**config.mk**
```make
export PLATFORM = sky130hd
export DESIGN_NAME = line_rect_pixel_generator
export DESIGN_NICKNAME = d
export VERILOG_FILES = /design/src/rtl/core/lrpg_pkg.sv /design/src/rtl/core/lrpg_apb_regs.sv /design/src/rtl/core/lrpg_in_stage.sv /design/src/rtl/core/lrpg_draw_core.sv /design/src/rtl/core/lrpg_out_stage.sv /design/src/rtl/core/line_rect_pixel_generator.sv
export SDC_FILE = /design/constraint.sdc
export NUM_CORES = 1
export LEC_CHECK = 0
export ABC_AREA = 1
export BUFFER_PORTS_ARGS = -buffer_cell sky130_fd_sc_hd__buf_2
export CAP_MARGIN = 10
export CORE_UTILIZATION = 45
export DETAILED_ROUTE_END_ITERATION = 7
export PLACE_DENSITY_LB_ADDON = 0.1
export SYNTH_ARGS = -nofsm -noshare
export SYNTH_HDL_FRONTEND = slang
export SYNTH_SLANG_ARGS = --single-unit
```
**constraint.sdc**
```tcl
create_clock -name clk -period 11.4 [get_ports clk]
set_clock_uncertainty 0.15 [all_clocks]
set_input_delay 0.57 -clock clk [delete_from_list [all_inputs] [get_ports clk]]
set_output_delay 0.57 -clock clk [all_outputs]
set_load 0.05 [all_outputs]
```
**src/rtl/core/lrpg_pkg.sv**
```systemverilog
// Shared types and constants for the line and rectangle pixel generator.
package lrpg_pkg;

    localparam int COLOR_BITS = 16;
    localparam int PANEL_BITS = 12;
    localparam int REQ_BITS   = 3;
    localparam int APB_DATA_BITS = 32;
    localparam int APB_ADDR_BITS = 4;

    localparam logic [REQ_BITS-1:0] REQ_POINT   = 3'd0;
    localparam logic [REQ_BITS-1:0] REQ_LINE    = 3'd1;
    localparam logic [REQ_BITS-1:0] REQ_RECT    = 3'd2;
    localparam logic [REQ_BITS-1:0] REQ_CPOINT  = 3'd3;
    localparam logic [REQ_BITS-1:0] REQ_ADVANCE = 3'd4;

    localparam logic [1:0] REG_PANEL_WIDTH  = 2'd0;
    localparam logic [1:0] REG_MIRROR_X     = 2'd1;
    localparam logic [1:0] REG_STROKE_COLOR = 2'd2;

    localparam logic [PANEL_BITS-1:0] PANEL_WIDTH_RESET  = 12'd800;
    localparam logic [COLOR_BITS-1:0] STROKE_COLOR_RESET = 16'h0505;

    localparam logic [1:0] SIDE_TOP    = 2'd0;
    localparam logic [1:0] SIDE_LEFT   = 2'd1;
    localparam logic [1:0] SIDE_BOTTOM = 2'd2;
    localparam logic [1:0] SIDE_RIGHT  = 2'd3;

    typedef enum logic [1:0] {
        MODE_IDLE = 2'd0,
        MODE_LINE = 2'd1,
        MODE_RECT = 2'd2
    } job_mode_t;

    typedef enum logic [1:0] {
        DIR_HOLD  = 2'd0,
        DIR_PLUS  = 2'd1,
        DIR_MINUS = 2'd2
    } step_dir_t;

    typedef struct packed {
        logic [PANEL_BITS-1:0] panel_width;
        logic                  mirror_x;
        logic [COLOR_BITS-1:0] stroke_color;
    } cfg_t;

endpackage

```
**src/rtl/core/lrpg_apb_regs.sv**
```systemverilog
// APB configuration registers: panel width, mirror mode and stroke color.
module lrpg_apb_regs
    import lrpg_pkg::*;
(
    input  logic                     clk,
    input  logic                     rst_n,
    input  logic                     psel,
    input  logic                     penable,
    input  logic                     pwrite,
    input  logic [APB_ADDR_BITS-1:0] paddr,
    input  logic [APB_DATA_BITS-1:0] pwdata,
    output logic [APB_DATA_BITS-1:0] prdata,
    output logic                     pready,
    output cfg_t                     cfg
);

    cfg_t cfg_reg;
    logic wr_en;

    assign pready = 1'b1;
    assign wr_en  = psel & penable & pwrite & pready;
    assign cfg    = cfg_reg;

    always_ff @(posedge clk or negedge rst_n)
    begin
        if (!rst_n)
        begin
            cfg_reg.panel_width  <= PANEL_WIDTH_RESET;
            cfg_reg.mirror_x     <= 1'b0;
            cfg_reg.stroke_color <= STROKE_COLOR_RESET;
        end
        else if (wr_en)
        begin
            unique case (paddr[3:2])
                REG_PANEL_WIDTH:  cfg_reg.panel_width  <= pwdata[PANEL_BITS-1:0];
                REG_MIRROR_X:     cfg_reg.mirror_x     <= pwdata[0];
                REG_STROKE_COLOR: cfg_reg.stroke_color <= pwdata[COLOR_BITS-1:0];
                default:          ;
            endcase
        end
    end

    always_comb
    begin
        unique case (paddr[3:2])
            REG_PANEL_WIDTH:  prdata = {{(APB_DATA_BITS-PANEL_BITS){1'b0}}, cfg_reg.panel_width};
            REG_MIRROR_X:     prdata = {{(APB_DATA_BITS-1){1'b0}}, cfg_reg.mirror_x};
            REG_STROKE_COLOR: prdata = {{(APB_DATA_BITS-COLOR_BITS){1'b0}}, cfg_reg.stroke_color};
            default:          prdata = '0;
        endcase
    end

endmodule

```
**src/rtl/core/lrpg_in_stage.sv**
```systemverilog
// Input register that holds one request item until the draw core takes it.
module lrpg_in_stage
    import lrpg_pkg::*;
#(
    parameter int COORD_BITS = 11
)
(
    input  logic                  clk,
    input  logic                  rst_n,
    input  logic                  in_valid,
    output logic                  in_stall,
    input  logic [REQ_BITS-1:0]   req_type,
    input  logic [COORD_BITS-1:0] start_x,
    input  logic [COORD_BITS-1:0] start_y,
    input  logic [COORD_BITS-1:0] end_x,
    input  logic [COORD_BITS-1:0] end_y,
    input  logic [COLOR_BITS-1:0] fill_color,
    input  logic                  take,
    output logic                  item_valid,
    output logic [REQ_BITS-1:0]   item_req,
    output logic [COORD_BITS-1:0] item_sx,
    output logic [COORD_BITS-1:0] item_sy,
    output logic [COORD_BITS-1:0] item_ex,
    output logic [COORD_BITS-1:0] item_ey,
    output logic [COLOR_BITS-1:0] item_fc
);

    logic                  valid_reg;
    logic                  valid_next;
    logic                  accept;
    logic [REQ_BITS-1:0]   req_reg;
    logic [COORD_BITS-1:0] sx_reg;
    logic [COORD_BITS-1:0] sy_reg;
    logic [COORD_BITS-1:0] ex_reg;
    logic [COORD_BITS-1:0] ey_reg;
    logic [COLOR_BITS-1:0] fc_reg;

    assign in_stall = valid_reg & ~take;
    assign accept   = in_valid & ~in_stall;

    always_comb
    begin
        priority if (accept)
            valid_next = 1'b1;
        else if (take)
            valid_next = 1'b0;
        else
            valid_next = valid_reg;
    end

    always_ff @(posedge clk or negedge rst_n)
    begin
        if (!rst_n)
            valid_reg <= 1'b0;
        else
            valid_reg <= valid_next;
    end

    always_ff @(posedge clk)
    begin
        if (accept)
        begin
            req_reg <= req_type;
            sx_reg  <= start_x;
            sy_reg  <= start_y;
            ex_reg  <= end_x;
            ey_reg  <= end_y;
            fc_reg  <= fill_color;
        end
    end

    assign item_valid = valid_reg;
    assign item_req   = req_reg;
    assign item_sx    = sx_reg;
    assign item_sy    = sy_reg;
    assign item_ex    = ex_reg;
    assign item_ey    = ey_reg;
    assign item_fc    = fc_reg;

endmodule

```
**src/rtl/core/lrpg_draw_core.sv**
```systemverilog
// Draw state and one-step DDA line walker that turns each item into at most one pixel.
module lrpg_draw_core
    import lrpg_pkg::*;
#(
    parameter int COORD_BITS = 11
)
(
    input  logic                  clk,
    input  logic                  rst_n,
    input  cfg_t                  cfg,
    input  logic                  fire,
    input  logic [REQ_BITS-1:0]   item_req,
    input  logic [COORD_BITS-1:0] item_sx,
    input  logic [COORD_BITS-1:0] item_sy,
    input  logic [COORD_BITS-1:0] item_ex,
    input  logic [COORD_BITS-1:0] item_ey,
    input  logic [COLOR_BITS-1:0] item_fc,
    output logic                  res_valid,
    output logic [COORD_BITS-1:0] res_x,
    output logic [COORD_BITS-1:0] res_y,
    output logic [COLOR_BITS-1:0] res_color,
    output logic                  res_final
);

    localparam int CB = COORD_BITS;

    job_mode_t       mode_reg, mode_next;
    logic [1:0]      side_reg, side_next;
    logic [CB-1:0]   cur_x_reg, cur_x_next;
    logic [CB-1:0]   cur_y_reg, cur_y_next;
    logic [CB-1:0]   dx_reg, dx_next;
    logic [CB-1:0]   dy_reg, dy_next;
    step_dir_t       dir_x_reg, dir_x_next;
    step_dir_t       dir_y_reg, dir_y_next;
    logic [CB:0]     err_x_reg, err_x_next;
    logic [CB:0]     err_y_reg, err_y_next;
    logic [CB-1:0]   major_reg, major_next;
    logic [CB:0]     left_reg, left_next;
    logic [CB-1:0]   corners_reg [4];
    logic [CB-1:0]   corners_next [4];

    logic [1:0]      side_inc;
    logic [CB-1:0]   su_ax, su_ay, su_bx, su_by;
    logic [CB-1:0]   su_dx, su_dy, su_major;
    step_dir_t       su_dir_x, su_dir_y;

    logic [CB:0]     sum_x, sum_y;
    logic [CB-1:0]   walk_x, walk_y;
    logic [CB:0]     walk_err_x, walk_err_y;
    logic [CB:0]     left_dec;

    function automatic logic [CB-1:0] mirror_fn(input cfg_t c, input logic [CB-1:0] x);
        logic [CB+PANEL_BITS-1:0] pw_ext;
        pw_ext = {{CB{1'b0}}, c.panel_width};
        if (c.mirror_x)
            mirror_fn = pw_ext[CB-1:0] - CB'(1) - x;
        else
            mirror_fn = x;
    endfunction

    function automatic logic [CB-1:0] move_fn(input logic [CB-1:0] c, input step_dir_t d);
        unique case (d)
            DIR_PLUS:  move_fn = c + CB'(1);
            DIR_MINUS: move_fn = c - CB'(1);
            default:   move_fn = c;
        endcase
    endfunction

    assign side_inc = side_reg + 2'd1;

    always_comb
    begin
        priority if (item_req == REQ_ADVANCE)
        begin
            unique case (side_inc)
                SIDE_LEFT:
                begin
                    su_ax = corners_reg[0]; su_ay = corners_reg[1];
                    su_bx = corners_reg[0]; su_by = corners_reg[3];
                end
                SIDE_BOTTOM:
                begin
                    su_ax = corners_reg[0]; su_ay = corners_reg[3];
                    su_bx = corners_reg[2]; su_by = corners_reg[3];
                end
                SIDE_RIGHT:
                begin
                    su_ax = corners_reg[2]; su_ay = corners_reg[1];
                    su_bx = corners_reg[2]; su_by = corners_reg[3];
                end
                default:
                begin
                    su_ax = corners_reg[0]; su_ay = corners_reg[1];
                    su_bx = corners_reg[2]; su_by = corners_reg[1];
                end
            endcase
        end
        else if (item_req == REQ_RECT)
        begin
            su_ax = item_sx; su_ay = item_sy;
            su_bx = item_ex; su_by = item_sy;
        end
        else
        begin
            su_ax = item_sx; su_ay = item_sy;
            su_bx = item_ex; su_by = item_ey;
        end
    end

    always_comb
    begin
        priority if (su_bx > su_ax)
        begin
            su_dx = su_bx - su_ax; su_dir_x = DIR_PLUS;
        end
        else if (su_bx < su_ax)
        begin
            su_dx = su_ax - su_bx; su_dir_x = DIR_MINUS;
        end
        else
        begin
            su_dx = '0; su_dir_x = DIR_HOLD;
        end
        priority if (su_by > su_ay)
        begin
            su_dy = su_by - su_ay; su_dir_y = DIR_PLUS;
        end
        else if (su_by < su_ay)
        begin
            su_dy = su_ay - su_by; su_dir_y = DIR_MINUS;
        end
        else
        begin
            su_dy = '0; su_dir_y = DIR_HOLD;
        end
        su_major = (su_dx > su_dy) ? su_dx : su_dy;
    end

    always_comb
    begin
        sum_x    = err_x_reg + {1'b0, dx_reg};
        sum_y    = err_y_reg + {1'b0, dy_reg};
        left_dec = left_reg - (CB+1)'(1);
        if (sum_x > {1'b0, major_reg})
        begin
            walk_err_x = sum_x - {1'b0, major_reg};
            walk_x     = move_fn(cur_x_reg, dir_x_reg);
        end
        else
        begin
            walk_err_x = sum_x;
            walk_x     = cur_x_reg;
        end
        if (sum_y > {1'b0, major_reg})
        begin
            walk_err_y = sum_y - {1'b0, major_reg};
            walk_y     = move_fn(cur_y_reg, dir_y_reg);
        end
        else
        begin
            walk_err_y = sum_y;
            walk_y     = cur_y_reg;
        end
    end

    always_comb
    begin
        mode_next  = mode_reg;
        side_next  = side_reg;
        cur_x_next = cur_x_reg;
        cur_y_next = cur_y_reg;
        dx_next    = dx_reg;
        dy_next    = dy_reg;
        dir_x_next = dir_x_reg;
        dir_y_next = dir_y_reg;
        err_x_next = err_x_reg;
        err_y_next = err_y_reg;
        major_next = major_reg;
        left_next  = left_reg;
        for (int i = 0; i < 4; i++)
            corners_next[i] = corners_reg[i];
        res_valid = 1'b0;
        res_x     = mirror_fn(cfg, item_sx);
        res_y     = item_sy;
        res_color = cfg.stroke_color;
        res_final = 1'b0;

        unique case (item_req)
            REQ_POINT:
            begin
                mode_next = MODE_IDLE;
                res_valid = 1'b1;
                res_final = 1'b1;
            end
            REQ_CPOINT:
            begin
                mode_next = MODE_IDLE;
                res_valid = 1'b1;
                res_x     = item_sx;
                res_color = item_fc;
                res_final = 1'b1;
            end
            REQ_LINE, REQ_RECT, REQ_ADVANCE:
            begin
                if (item_req != REQ_ADVANCE || (mode_reg != MODE_IDLE && left_reg == '0))
                begin
                    if (item_req == REQ_ADVANCE)
                        side_next = side_inc;
                    else
                        side_next = SIDE_TOP;
                    if (item_req == REQ_LINE)
                        mode_next = MODE_LINE;
                    if (item_req == REQ_RECT)
                    begin
                        mode_next       = MODE_RECT;
                        corners_next[0] = item_sx;
                        corners_next[1] = item_sy;
                        corners_next[2] = item_ex;
                        corners_next[3] = item_ey;
                    end
                    cur_x_next = su_ax;
                    cur_y_next = su_ay;
                    dx_next    = su_dx;
                    dy_next    = su_dy;
                    dir_x_next = su_dir_x;
                    dir_y_next = su_dir_y;
                    err_x_next = '0;
                    err_y_next = '0;
                    major_next = su_major;
                    left_next  = {1'b0, su_major} + (CB+1)'(1);
                    res_valid  = 1'b1;
                    res_x      = mirror_fn(cfg, su_ax);
                    res_y      = su_ay;
                end
                else if (mode_reg != MODE_IDLE)
                begin
                    cur_x_next = walk_x;
                    cur_y_next = walk_y;
                    err_x_next = walk_err_x;
                    err_y_next = walk_err_y;
                    left_next  = left_dec;
                    res_valid  = 1'b1;
                    res_x      = mirror_fn(cfg, walk_x);
                    res_y      = walk_y;
                    if (left_dec == '0 && (mode_reg == MODE_LINE || side_reg == SIDE_RIGHT))
                    begin
                        res_final = 1'b1;
                        mode_next = MODE_IDLE;
                    end
                end
            end
            default:
            begin
                res_valid = 1'b0;
            end
        endcase
    end

    always_ff @(posedge clk or negedge rst_n)
    begin
        if (!rst_n)
        begin
            mode_reg  <= MODE_IDLE;
            side_reg  <= SIDE_TOP;
            cur_x_reg <= '0;
            cur_y_reg <= '0;
            dx_reg    <= '0;
            dy_reg    <= '0;
            dir_x_reg <= DIR_HOLD;
            dir_y_reg <= DIR_HOLD;
            err_x_reg <= '0;
            err_y_reg <= '0;
            major_reg <= '0;
            left_reg  <= '0;
            for (int i = 0; i < 4; i++)
                corners_reg[i] <= '0;
        end
        else if (fire)
        begin
            mode_reg  <= mode_next;
            side_reg  <= side_next;
            cur_x_reg <= cur_x_next;
            cur_y_reg <= cur_y_next;
            dx_reg    <= dx_next;
            dy_reg    <= dy_next;
            dir_x_reg <= dir_x_next;
            dir_y_reg <= dir_y_next;
            err_x_reg <= err_x_next;
            err_y_reg <= err_y_next;
            major_reg <= major_next;
            left_reg  <= left_next;
            for (int i = 0; i < 4; i++)
                corners_reg[i] <= corners_next[i];
        end
    end

endmodule

```
**src/rtl/core/lrpg_out_stage.sv**
```systemverilog
// Result register that holds one pixel item until the sink takes it.
module lrpg_out_stage
    import lrpg_pkg::*;
#(
    parameter int COORD_BITS = 11
)
(
    input  logic                  clk,
    input  logic                  rst_n,
    input  logic                  fire,
    input  logic                  res_valid,
    input  logic [COORD_BITS-1:0] res_x,
    input  logic [COORD_BITS-1:0] res_y,
    input  logic [COLOR_BITS-1:0] res_color,
    input  logic                  res_final,
    output logic                  can_load,
    output logic                  out_valid,
    input  logic                  out_stall,
    output logic [COORD_BITS-1:0] pixel_x,
    output logic [COORD_BITS-1:0] pixel_y,
    output logic [COLOR_BITS-1:0] pixel_color,
    output logic                  final_pixel
);

    logic                  valid_reg;
    logic                  load_data;
    logic [COORD_BITS-1:0] x_reg;
    logic [COORD_BITS-1:0] y_reg;
    logic [COLOR_BITS-1:0] color_reg;
    logic                  final_reg;

    assign can_load  = ~valid_reg | ~out_stall;
    assign load_data = fire & res_valid;

    always_ff @(posedge clk or negedge rst_n)
    begin
        if (!rst_n)
            valid_reg <= 1'b0;
        else if (can_load)
            valid_reg <= load_data;
    end

    always_ff @(posedge clk)
    begin
        if (load_data)
        begin
            x_reg     <= res_x;
            y_reg     <= res_y;
            color_reg <= res_color;
            final_reg <= res_final;
        end
    end

    assign out_valid   = valid_reg;
    assign pixel_x     = x_reg;
    assign pixel_y     = y_reg;
    assign pixel_color = color_reg;
    assign final_pixel = final_reg;

endmodule

```
**src/rtl/core/line_rect_pixel_generator.sv**
```systemverilog
// Top level of the point, line and rectangle pixel generator.
// The block takes one item per clock while the output is not stalled and gives at most
// one pixel per item, so a line of distance d costs one command item and d+1 advance items.
// An item passes an input register and then a result register before its pixel is offered
// at the output; the rate is set by the single add, compare and subtract per axis of the
// line walker between those registers. Advance items while idle and unused request codes
// give no pixel. Configuration is written over APB at byte addresses 0, 4 and 8; the user
// must see that it is changed only while no item is in flight, as the block does not enforce it.
module line_rect_pixel_generator
    import lrpg_pkg::*;
#(
    parameter int COORD_BITS = 11
)
(
    input  logic                     clk,
    input  logic                     rst_n,
    input  logic                     psel,
    input  logic                     penable,
    input  logic                     pwrite,
    input  logic [APB_ADDR_BITS-1:0] paddr,
    input  logic [APB_DATA_BITS-1:0] pwdata,
    output logic [APB_DATA_BITS-1:0] prdata,
    output logic                     pready,
    input  logic                     in_valid,
    output logic                     in_stall,
    input  logic [REQ_BITS-1:0]      req_type,
    input  logic [COORD_BITS-1:0]    start_x,
    input  logic [COORD_BITS-1:0]    start_y,
    input  logic [COORD_BITS-1:0]    end_x,
    input  logic [COORD_BITS-1:0]    end_y,
    input  logic [COLOR_BITS-1:0]    fill_color,
    output logic                     out_valid,
    input  logic                     out_stall,
    output logic [COORD_BITS-1:0]    pixel_x,
    output logic [COORD_BITS-1:0]    pixel_y,
    output logic [COLOR_BITS-1:0]    pixel_color,
    output logic                     final_pixel
);

    cfg_t                  cfg;
    logic                  can_load;
    logic                  fire;
    logic                  item_valid;
    logic [REQ_BITS-1:0]   item_req;
    logic [COORD_BITS-1:0] item_sx;
    logic [COORD_BITS-1:0] item_sy;
    logic [COORD_BITS-1:0] item_ex;
    logic [COORD_BITS-1:0] item_ey;
    logic [COLOR_BITS-1:0] item_fc;
    logic                  res_valid;
    logic [COORD_BITS-1:0] res_x;
    logic [COORD_BITS-1:0] res_y;
    logic [COLOR_BITS-1:0] res_color;
    logic                  res_final;

    assign fire = item_valid & can_load;

    lrpg_apb_regs u_regs
    (
        .clk     (clk),
        .rst_n   (rst_n),
        .psel    (psel),
        .penable (penable),
        .pwrite  (pwrite),
        .paddr   (paddr),
        .pwdata  (pwdata),
        .prdata  (prdata),
        .pready  (pready),
        .cfg     (cfg)
    );

    lrpg_in_stage #(.COORD_BITS(COORD_BITS)) u_in
    (
        .clk        (clk),
        .rst_n      (rst_n),
        .in_valid   (in_valid),
        .in_stall   (in_stall),
        .req_type   (req_type),
        .start_x    (start_x),
        .start_y    (start_y),
        .end_x      (end_x),
        .end_y      (end_y),
        .fill_color (fill_color),
        .take       (can_load),
        .item_valid (item_valid),
        .item_req   (item_req),
        .item_sx    (item_sx),
        .item_sy    (item_sy),
        .item_ex    (item_ex),
        .item_ey    (item_ey),
        .item_fc    (item_fc)
    );

    lrpg_draw_core #(.COORD_BITS(COORD_BITS)) u_core
    (
        .clk       (clk),
        .rst_n     (rst_n),
        .cfg       (cfg),
        .fire      (fire),
        .item_req  (item_req),
        .item_sx   (item_sx),
        .item_sy   (item_sy),
        .item_ex   (item_ex),
        .item_ey   (item_ey),
        .item_fc   (item_fc),
        .res_valid (res_valid),
        .res_x     (res_x),
        .res_y     (res_y),
        .res_color (res_color),
        .res_final (res_final)
    );

    lrpg_out_stage #(.COORD_BITS(COORD_BITS)) u_out
    (
        .clk         (clk),
        .rst_n       (rst_n),
        .fire        (fire),
        .res_valid   (res_valid),
        .res_x       (res_x),
        .res_y       (res_y),
        .res_color   (res_color),
        .res_final   (res_final),
        .can_load    (can_load),
        .out_valid   (out_valid),
        .out_stall   (out_stall),
        .pixel_x     (pixel_x),
        .pixel_y     (pixel_y),
        .pixel_color (pixel_color),
        .final_pixel (final_pixel)
    );

endmodule
```
# Word level (Yosys, flattened, before mapping)
# Cells that the tools add are included.
# op_classes
eq_ne	19
n_bitwise	11
order_cmp	7
mux	61
n_reduce_logical	22
addsub	19
# ops
cell	n
11-bit two-way mux	28
12-bit two-way mux	8
11-bit subtractor	7
11-bit case mux with 2 select lines	3
16-bit case mux with 3 select lines	1
11-bit greater-than comparator	3
11-bit by 1-bit subtractor with 11-bit output, second input constant	3
12-bit by 11-bit adder with 12-bit output	2
12-bit by 11-bit greater-than comparator with 1-bit output	2
12-bit zero test	2
12-bit by 11-bit subtractor with 12-bit output	2
11-bit by 1-bit adder with 11-bit output, second input constant	2
11-bit < comparator	2
2-bit two-way mux	10
16-bit two-way mux	1
11-bit by 1-bit adder with 12-bit output, second input constant	1
2-bit equality test, second input constant	6
12-bit by 1-bit subtractor with 12-bit output, second input constant	1
2-bit by 1-bit equality test with 1-bit output, second input constant	5
2-bit nonzero test	4
1-bit two-way mux	7
1-bit AND	6
3-bit by 2-bit equality test with 1-bit output, second input constant	2
3-bit by 1-bit != test with 1-bit output, second input constant	2
19 further kinds	29
# totals
word_cells	170
ff_bits	276

# Logic depth before layout (Yosys ltp)
# logic_depth
depth_word	12
depth_mapped	41

# Cells and area by module
# A second synthesis with hierarchy kept.
# unflattened
cells_unflattened	2687
area_unflattened_um2	20284.5
# by_module_without_submodules
module	seq_area_each_um2	n_inst	cells_per_inst	area_per_inst_um2
lrpg_draw_core	3578.4	1	2369	15593.7
lrpg_in_stage	1916.8	1	70	1949.4
lrpg_apb_regs	734.5	1	202	1517.7
lrpg_out_stage	1196.1	1	44	1216.2
line_rect_pixel_generator	0.0	1	2	7.5

# Least setup slack after synthesis
# No wires, ideal clock.
# synth_path
path_type	register to register
startpoint	reg u_in.req_reg[0], in the netlist u_in.item_req[0]
endpoint	reg u_core.left_reg[8]
arrival_ps	5131
required_time_ps	11128
path_buffers	4
setup_time_ps	122
period_less_slack_ps	5404
path_stages_with_launch	37
path_slack_ps	5996
cell_sequence	edfxtp_1 > nor2_1 > inv_2 > nor2_2 > inv_2 > clkbuf_1 > clkbuf_1 > clkbuf_1 > nand2_1 > o21ai_0 > inv_1 > ha_1 > inv_1 > fa_1 > nand2_1 > nand2_1 > a21boi_0 > o21ai_0 > xor2_1 > nand2_1 > nand2_1 > ha_1 > nand2_1 > nor2_1 > nand3_1 > o2111ai_1 > nand2_1 > buf_2 > o21ai_1 > ha_1 > nand4_1 > inv_1 > nand2_1 > nand2_1 > nand2_1 > nand2_1 > a21oi_1
# synth_between
word_cells_on_any_way	29
# synth_lines
element	line_no	text
start, declared	lrpg_in_stage.sv:31	logic [REQ_BITS-1:0] req_reg;
start signal, assigned	lrpg_in_stage.sv:63	req_reg <= req_type;
3-bit equality test (*)	lrpg_draw_core.sv:73	priority if (item_req == REQ_ADVANCE)
11-bit two-way mux	lrpg_draw_core.sv:73	
11-bit subtractor or 11-bit < comparator (tied branches)	lrpg_draw_core.sv:118, lrpg_draw_core.sv:116	
11-bit two-way mux	lrpg_draw_core.sv:116	else if (su_bx < su_ax)
11-bit two-way mux (*)	lrpg_draw_core.sv:112	priority if (su_bx > su_ax)
net u_core.su_dx[10]	lrpg_draw_core.sv:44	logic [CB-1:0] su_dx, su_dy, su_major;
11-bit greater-than comparator (*)	lrpg_draw_core.sv:136	su_major = (su_dx > su_dy) ? su_dx : su_dy;
11-bit two-way mux (*)	lrpg_draw_core.sv:136	
net u_core.su_major[0]	lrpg_draw_core.sv:44	
11-bit by 1-bit adder with 12-bit output (*)	lrpg_draw_core.sv:230	left_next = {1'b0, su_major} + (CB+1)'(1);
12-bit two-way mux (*)	lrpg_draw_core.sv:205	if (item_req != REQ_ADVANCE || (mode_reg != MODE_IDLE && left_reg == '0))
end signal, assigned	lrpg_draw_core.sv:291	left_reg <= left_next;
end, declared	lrpg_draw_core.sv:38	logic [CB:0] left_reg, left_next;
# Mark *: on every way through the listed nets, which the timed path passes. The rest lies on a longest branch.
# A chain may end at the register's enable or synchronous reset.

# Worst setup path after layout
# layout_path
startpoint	reg u_in.req_reg[2], in the netlist u_in.item_req[2]
endpoint	reg u_core.left_reg[2]
# layout_between
elab_chain_cells	10
word_cells_on_any_way	29
# layout_rtl
element	line_no	text
3-bit by 2-bit equality test with 1-bit output	lrpg_draw_core.sv:98	else if (item_req == REQ_RECT)
11-bit two-way mux	lrpg_draw_core.sv:98	
11-bit two-way mux	lrpg_draw_core.sv:73	
11-bit subtractor or 11-bit < comparator (tied branches)	lrpg_draw_core.sv:130, lrpg_draw_core.sv:128	
11-bit two-way mux	lrpg_draw_core.sv:128	else if (su_by < su_ay)
11-bit two-way mux	lrpg_draw_core.sv:124	priority if (su_by > su_ay)
11-bit greater-than comparator	lrpg_draw_core.sv:136	
11-bit two-way mux (*)	lrpg_draw_core.sv:136	
net u_core.su_major[1]	lrpg_draw_core.sv:44	
11-bit by 1-bit adder with 12-bit output (*)	lrpg_draw_core.sv:230	
12-bit two-way mux (*)	lrpg_draw_core.sv:205	
# Marked as above.

==> reports/results.txt <==
Avg Cell Area, Syn: 7.71 um2
max cap viols: 0
later-pin clock latency in the skew report: 560 ps
Leakage: 11.0 nW
Clock Power Share: 0.156
dominant synthesized flop cell: dfrtp_1
die width: 213 um
combinational power share: 0.639
Crit Path Max Fanout: 49
CTS max path bufs: 3
sequential fraction of the synthesis area: 0.370
PortBufs: 144
synthesis-stage register bit count: 276
Synth area leaders: dfrtp_1 21%, edfxtp_1 15%, nand2_1 12%, ha_1 9.7%, o21ai_0 6.5%
Num CTS Buffers: 35
Crit path top cell by count: nand2_1
TritonCTS clock tree: built
global-route wire length before repair: 93.9 mm
number of diodes: 0
maximum vdd drop: 236 uV
H-tree levels: 2
Net Sw Frac: 0.510
Critical Path AT: 6980 ps
Pint: 3.63 mW
Die H: 213 um
EDFF count, synth: 102
TritonRoute pass-1 iters: 5
critical path's largest stage delay: 600 ps
Largest register FFs: 44
Avg WL per Cell: 17.6 um
Slowest-stage cell, CP: inv_2
CTS Sinks: 276
synthesized area: 20100 um2
worst-margin pin slew: 992 ps
Filler Cell Count: 4387
leading area contributor after synthesis: dfrtp_1
Routed Antenna Nets: 0
initial DRC count: 1362
endpoints failing hold: 0
Syn Inst Count: 2604
Layout Area Growth over Synthesis: 11.6%
Synth cell types: 72
sequential cell area: 7430 um2
flop-to-flop setup slack: 4660 ps
CTS root buffer: clkbuf_16
type of the worst setup path: register to register
num ports: 180
Yosys Warn Count: 0
worst min path class: primary input to register
Power Dens Cells: 331 nW/um2
Placement Setup Slack: 4770 ps
Synth async-reset ratio: 0.630
top-area cell type share of the netlist area: 0.208
relative slew slack: 0.331
commonest non-fill, non-tap cell in the layout: nand2_1
Avg Vias per Cell: 5.33
Final setup violation count: 0
post-route setup slack: 4660 ps
fmax: 148 MHz
Starting Density: 0.455
clock transition at the registers of the reported paths: 60 ps
grt ovf: 0
hold path depth: 1
Setup Buffers After CTS: 0
gr usage total: 0.266
multi-input combinational cell area: 11000 um2
R2R cell count: 31
share of layout cells above drive strength 1: 0.111
DPL Wire Length: 44.1 mm
Sw Pwr: 3.78 mW
sequential power share: 0.205
Worst EP required: 11640 ps
fin crit period: 6740 ps
via count: 17763
initial antenna violation count: 1
# DRC: 0
Die ar.: 45500 um2
row cnt: 77
GPL Wtd Cong: 0.924
Crit. End Element: register
Hold Worst Slack: 34.0 ps
largest net degree at the start of global routing: 83
CP Launch Type: register
final core utilization: 0.508
status: finished, final reports clean
vias in the first global route: 17270
max-slew violation count: 0
post-route setup TNS: 0 ps
commonest non-fill, non-tap cells in the layout: 636 x nand2_1, 312 x inv_1, 258 x o21ai_0
RSZ-0062 raised after global routing: false
core area: 44100 um2
cts repair resizes: 0
total wire length: 58.8 mm
Tcrit/Tclk final: 0.591
fin nets: 2986
-- per-stage QoR --
step / power (mW) / instance area (um2) / instances
6_report: 7.41 / 22400 / 3330
5_1_grt: 8.15 / 22400 / 3330
4_1_cts: 7.40 / 22400 / 3330
3_5_place_dp: 6.20 / 21200 / 3265
3_3_place_gp: 6.13 / 21200 / 3265
2_1_floorplan: 5.09 / 20100 / 2619
-- routing by layer --
metal  part of all wire  vias to the layer above  routed length [um]  track usage
li1                   -                     8851                   -            -
met5            0.00017                        -                  10            0
met1               0.49                     8381               28600        0.381
met3              0.049                       81                2910       0.0391
met2               0.44                      448               26100        0.417
met4              0.019                        2                1140       0.0682
-- final cells by class --
cell class / instances / area share
tap: 592 / 0.0331
clock inverter: 17 / 0.00994
inverter: 334 / 0.0560
sequential: 276 / 0.332
timing repair buffer: 158 / 0.0374
multi-input combinational: 1906 / 0.489
clock buffer: 47 / 0.0429
-- power by group through the flow --
| stage | logic [mW] | registers [mW] | clock network (mW) |
|---|---|---|---|
| after detailed placement | 4.67 | 1.53 | 0 |
| after global placement | 4.61 | 1.52 | 0 |
| final | 4.73 | 1.52 | 1.16 |
| after floorplan | 3.55 | 1.54 | 0 |
| after global routing | 5.37 | 1.55 | 1.22 |
| after CTS | 4.70 | 1.52 | 1.19 |
-- synth_stat cells (6+ instances only) --
cell type	number
a21o_1	8
a21oi_1	181
a22oi_1	10
a31oi_1	18
buf_2	27
buf_4	20
clkbuf_1	52
dfrtp_1	167
dfstp_2	7
edfxtp_1	102
fa_1	13
ha_1	156
inv_1	313
inv_2	17
mux2_2	6
nand2_1	637
nand2_2	15
nand3_1	84
nand4_1	14
nor2_1	187
nor2_2	7
nor3_1	23
o211ai_1	17
o21a_1	6
o21ai_0	259
o21ai_1	16
o21ai_2	6
o221ai_1	23
o22ai_1	12
o31ai_1	6
or2_2	8
xnor2_1	24
xor2_1	83
-- worst paths after layout --
check	startpoint	endpoint
setup / recovery	u_in.item_req[2]	u_core.left_reg[2]
hold / removal	start_x[9]	u_in.item_sx[9]
setup reg to reg	u_in.item_req[2]	u_core.left_reg[2]
hold reg to reg	u_core.err_y_reg[10]	u_core.err_y_reg[10]
max in group asynchronous	rst_n	u_regs.cfg[17]
min in group asynchronous	rst_n	u_core.err_x_reg[4]
-- repair_timing --
action	CTS	global route
hold buffers	1	0
endpoints found under the setup margin	0	0
hold endpoints to repair	68	0
-- worst max-delay path: cells and delay by family, from the launching register on --
kind	cells	cell delay, ps
flops	1	450
buf+inv	7	1810
fa+ha+maj	3	1030
simple gates	14	2160
compound gates	7	950
-- cell families after synthesis --
kind of cell,share of synthesized area
multiplexers,0.00436
XOR/XNOR,0.0467
AO/OA/AOI/OAI,0.175
AND/OR/NAND/NOR,0.206
adder cells (fa/ha/maj),0.110
flip-flops,0.370
buffers and inverters,0.0879
other,0.000374
(Power assumes the default switching activity.)
